### config.mk
export PLATFORM = sky130hd
export DESIGN_NAME = lcsl_cell
export DESIGN_NICKNAME = d
export VERILOG_FILES = /design/src/hdl/lcsl_pkg.sv /design/src/hdl/lcsl_cell.sv
export SDC_FILE = /design/constraint.sdc
export NUM_CORES = 1
export LEC_CHECK = 0
export BUFFER_PORTS_ARGS = -buffer_cell sky130_fd_sc_hd__buf_2
export CAP_MARGIN = 10
export CORE_MARGIN = 1
export CORE_UTILIZATION = 53
export CTS_BUF_LIST = sky130_fd_sc_hd__clkbuf_4 sky130_fd_sc_hd__clkbuf_8
export DETAILED_ROUTE_END_ITERATION = 16
export PLACE_DENSITY = 0.87
export SLEW_MARGIN = 10
export SYNTH_ARGS = -nofsm -noshare
export SYNTH_HDL_FRONTEND = slang
export SYNTH_SLANG_ARGS = --single-unit
### constraint.sdc
create_clock -name aclk -period 6.3 [get_ports aclk]
set_clock_uncertainty 0.15 [all_clocks]
set_input_delay 1.26 -clock aclk [delete_from_list [all_inputs] [get_ports aclk]]
set_output_delay 1.26 -clock aclk [all_outputs]
set_load 0.01 [all_outputs]
### src/hdl/lcsl_pkg.sv
package lcsl_pkg;

    // Default reference capacity (symbols)
    localparam int MAX_LEN_DEF = 256;

    // Result length saturates here
    localparam int LEN_SAT = 511;

    localparam int SYM_W   = 8;
    localparam int LEN_W   = 9;
    localparam int M_TDATA_W = 16;

    // Item kind carried on s_tuser
    localparam logic FUNC_LOAD  = 1'b0;
    localparam logic FUNC_QUERY = 1'b1;

    // Control part of a query item moving down the cell chain
    typedef struct packed {
        logic             valid;
        logic             last;
        logic [SYM_W-1:0] symbol;
    } tok_ctl_t;

endpackage

### src/hdl/lcsl_cell.sv
module lcsl_cell #(
    parameter int MAX_LEN = lcsl_pkg::MAX_LEN_DEF,
    parameter int IDX     = 0,
    parameter int CNT_W   = $clog2(MAX_LEN + 1)
) (
    input  logic                      aclk,
    input  logic                      aresetn,
    // reference load bus, shared by all cells
    input  logic                      load_en,
    input  logic [CNT_W-1:0]          load_idx,
    input  logic [lcsl_pkg::SYM_W-1:0] load_sym,
    // query item from the left neighbor
    input  lcsl_pkg::tok_ctl_t        tok_in,
    input  logic [CNT_W-1:0]          tok_n_in,
    input  logic [CNT_W-1:0]          left_in,
    input  logic [CNT_W-1:0]          diag_in,
    // query item to the right neighbor
    output lcsl_pkg::tok_ctl_t        tok_out,
    output logic [CNT_W-1:0]          tok_n_out,
    output logic [CNT_W-1:0]          left_out,
    output logic [CNT_W-1:0]          diag_out
);

    localparam logic [CNT_W-1:0] MY_IDX = CNT_W'(IDX);

    logic [lcsl_pkg::SYM_W-1:0] sym_reg;
    logic [CNT_W-1:0]           row_reg, row_next;
    lcsl_pkg::tok_ctl_t         tok_reg;
    logic [CNT_W-1:0]           tok_n_reg, left_reg, diag_reg;
    logic [CNT_W-1:0]           up, cur;
    logic                       load_hit, proc;

    assign load_hit = load_en && (load_idx == MY_IDX);
    // only cells that held a reference symbol when the item entered take part
    assign proc     = tok_in.valid && (tok_n_in > MY_IDX);
    assign up       = row_reg;

    // one DP step: match extends the diagonal, else best of up and left
    always_comb begin
        if (sym_reg == tok_in.symbol) begin
            cur = diag_in + CNT_W'(1);
        end else begin
            cur = (up > left_in) ? up : left_in;
        end
    end

    // row value: new symbol or end of job clears it, else a taking-part item updates it
    always_comb begin
        row_next = row_reg;
        if (load_hit) begin
            row_next = '0;
        end else if (tok_in.valid && tok_in.last) begin
            row_next = '0;
        end else if (proc) begin
            row_next = cur;
        end
    end

    always_ff @(posedge aclk) begin
        if (!aresetn) begin
            row_reg <= '0;
            tok_reg <= '0;
        end else begin
            row_reg <= row_next;
            tok_reg <= tok_in;
        end
    end

    // reference symbol and pass-through payload
    always_ff @(posedge aclk) begin
        if (load_hit) begin
            sym_reg <= load_sym;
        end
        tok_n_reg      <= tok_n_in;
        left_reg       <= proc ? cur : left_in;
        diag_reg       <= up;
    end

    assign tok_out   = tok_reg;
    assign tok_n_out = tok_n_reg;
    assign left_out  = left_reg;
    assign diag_out  = diag_reg;

endmodule

==> results.py <==
metrics = {
    "clock_network": {
        "cts_buffers": 5,
        "cts_sinks": 54,
        "cts_post_setup_buffers_inserted": 0,
        "clk_pin_slew_ns": 0.10,
        "ctsLongestPathBuffers": 2,
        "cts-root-buf": "clkbuf_8",
        "cts_tree": "done",
        "ctsHoldBuffers": 0,
        "cts_max_level": 2,
        "clk_latency_ns": 0.31,
        "post_cts_resize_count": 0,
    },
    "logic_synthesis": {
        "synthesis.nets": 275,
        "synth.distinct_cells": 39,
        "ys_ff_latch": 54,
        "synth_edf_count": 8,
        "synth-seq-area-share_pct": 52.2,
        "ys_warn_count": 0,
        "ys_async_sr_fraction_pct": 0,
        "syn_inst": 208,
        "netlist_area_sq_um": 2220,
        "synth_ff_type": "dfxtp_1",
        "syn_area_per_cell_sq_um": 10.7,
    },
    "outcome": {
        "status": "finished, violations left",
        "violations": "DRC",
    },
    "critical_path": {
        "cpLargestDelayFamily": "compound AO/OA/AOI/OAI gates",
        "critPathSlowestCell": "o21ai_2",
        "cp.required_ns": 6.35,
        "start_kind": "input pin",
        "crit_path_cell_trace": "buf_2 -> inv_1 -> ha_1 -> nor2b_1 -> o21a_1 -> o21a_1 -> o21ai_2 -> mux2i_1 -> a2111oi_1",
        "critPathBufInv": 2,
        "cp-end-kind": "register",
        "path_class": "input pin to register",
        "cp_common_cell": "o21a_1",
        "arrival_ns": 3.32,
        "cp_max_fo": 10,
        "worst_path_largest_cell_delay_ns": 0.56,
    },
    "timing": {
        "setup_tns_ns": 0,
        "fin_ws_ns": 3.03,
        "fin_crit_sh_pct": 51.9,
        "whs_ns": 0.257,
        "slew_viol_final": 0,
        "period_needed_ns": 3.27,
        "clock.fmax_mhz": 306,
        "tightestPinTransition_ns": 0.844,
        "final-hold-violation-count": 0,
        "slew_headroom_pct": 43.5,
        "rsz0062_at_grt": "no",
        "setup_viol": 0,
    },
    "finish": {
        "final_common_cell": "buf_2",
        "drive_above_1_share_pct": 35.0,
        "nets": 369,
        "diodes": 0,
        "layout_common_cells": "buf_2, dfxtp_1, nor2_1",
        "area_delta_synth_final_pct": 26.8,
        "fillers": 321,
        "largest_reg_flops": 10,
    },
    "global_route": {
        "met3_usage_pct": 6.68,
        "grt_pass1_vias": 1803,
        "track_usage_pct": 25.5,
        "met1_usage_pct": 29.4,
        "top_usage_layer": "met2",
        "grt_pass1_wl_microns": 8270,
        "antenna_found_initial": 0,
        "overflow": 0,
        "grt_use_met2_pct": 44.1,
        "grt_max_degree": 19,
    },
    "die": {
        "die_h_microns": 66.8,
        "pin_count": 94,
        "die_w_microns": 66.8,
        "die_area_sq_um": 4460,
        "num_rows": 23,
        "start_util_pct": 55.2,
        "core_area_sq_um": 4030,
    },
    "routing": {
        "firstDrtPassIters": 11,
        "wl_per_cell_microns": 14.6,
        "antenna_left": 0,
        "num_vias": 1944,
        "wirelength_microns": 5160,
        "drc": 2,
        "via_per_inst": 5.51,
        "drt_iter0_markers": 136,
    },
    "power": {
        "vdd_drop_max_v": 0.000121,
        "p_leak_uw": 0.00133,
        "power_density_nw_per_um2": 255,
    },
    "place": {
        "port_buffers": 93,
        "dp_hpwl_microns": 3820,
        "dp_slack_ns": 2.70,
        "routabilityCongestion": 0.844,
    },
    "worst_hold_path": {
        "hp-class": "register to register",
    },
    "job": {
        "drv_cap": 0,
    },
}
==> metal layers <==
metal | part of all wire (%) | up-vias | routed length (microns)
met1 | 41 | 919 | 2120
met4 | 1.4 | 0 | 70
met5 | 0 | - | 0
met3 | 7.0 | 7 | 362
met2 | 51 | 77 | 2610
li1 | - | 941 | -
==> power breakdown <==
group          internal (uW)  leakage (uW)  switching (uW)
combinational           47.4      0.000815            56.4
sequential               369      0.000455            8.69
clock                    121     0.0000587             118
total                    537       0.00133             183
==> cell type report <==
class | instances | area (sq um) | area share [%]
Clock inverter | 3 | 47.5 | 1.69
Sequential cell | 54 | 1160 | 41.2
Clock buffer | 5 | 68.8 | 2.44
Timing Repair Buffer | 93 | 465 | 16.5
Multi-Input combinational cell | 137 | 973 | 34.5
Inverter | 11 | 41.3 | 1.46
Tap cell | 50 | 62.6 | 2.22
==> worst reg2reg max path, delay by kind of cell (launching register included) <==
family | cells | cell delay, ns
and+or+nand+nor | 1 | 0.13
adders and majority gates | 1 | 0.26
AOI/OAI and AO/OA | 4 | 1.32
DFF | 1 | 0.41
muxes | 1 | 0.17
==> cells by family after synthesis <==
group | share of synthesized area, %
buffers and inverters | 4.05
DFF | 52.2
xor gates and xnor gates | 5.51
adders and majority gates | 5.62
AOI/OAI and AO/OA | 15.8
muxes | 2.70
and+or+nand+nor | 14.1
==> cell usage after synthesis (2+ instances only) <==
cell type / count / area [sq um]
nand4_1: 3 / 18.8
a31oi_1: 5 / 31.3
o21ai_0: 9 / 45.0
mux2i_1: 6 / 60.1
nor2_1: 15 / 56.3
xor2_1: 11 / 96.3
nor4_1: 5 / 31.3
inv_1: 11 / 41.3
nor3_1: 3 / 15.0
a2111oi_1: 5 / 50.1
nand3_1: 6 / 30.0
o21a_1: 3 / 22.5
buf_6: 3 / 33.8
edfxtp_1: 8 / 240
nand2_1: 14 / 52.6
ha_1: 10 / 125
xnor2_1: 3 / 26.3
clkbuf_1: 2 / 7.51
and2_1: 11 / 68.8
a2bb2oi_1: 7 / 61.3
a21oi_1: 5 / 25.0
dfxtp_1: 46 / 921
==> stage by stage <==
step / power (uW) / instance area, sq um / util, % / std cells
floorplan: 440 / 2220 / - / 208
global placement: 484 / 2700 / 67.1 / 345
detailed placement: 488 / 2700 / 67.1 / 345
CTS: 725 / 2820 / 70.0 / 353
global route: 752 / 2820 / 70.0 / 353
finish: 720 / 2820 / 70.0 / 353
==> worst paths after layout <==
path,from,to,slack (ns),cells past startpoint
worst max-delay path,left_in[1],row_reg[7],3.03,9
worst max register to register,row_reg[1],row_reg[7],3.75,7
worst min-delay path,row_reg[2],diag_out[2],0.26,0
worst min register to register,row_reg[2],diag_out[2],0.26,0
Note: power is estimated with default switching activity, not from simulation.
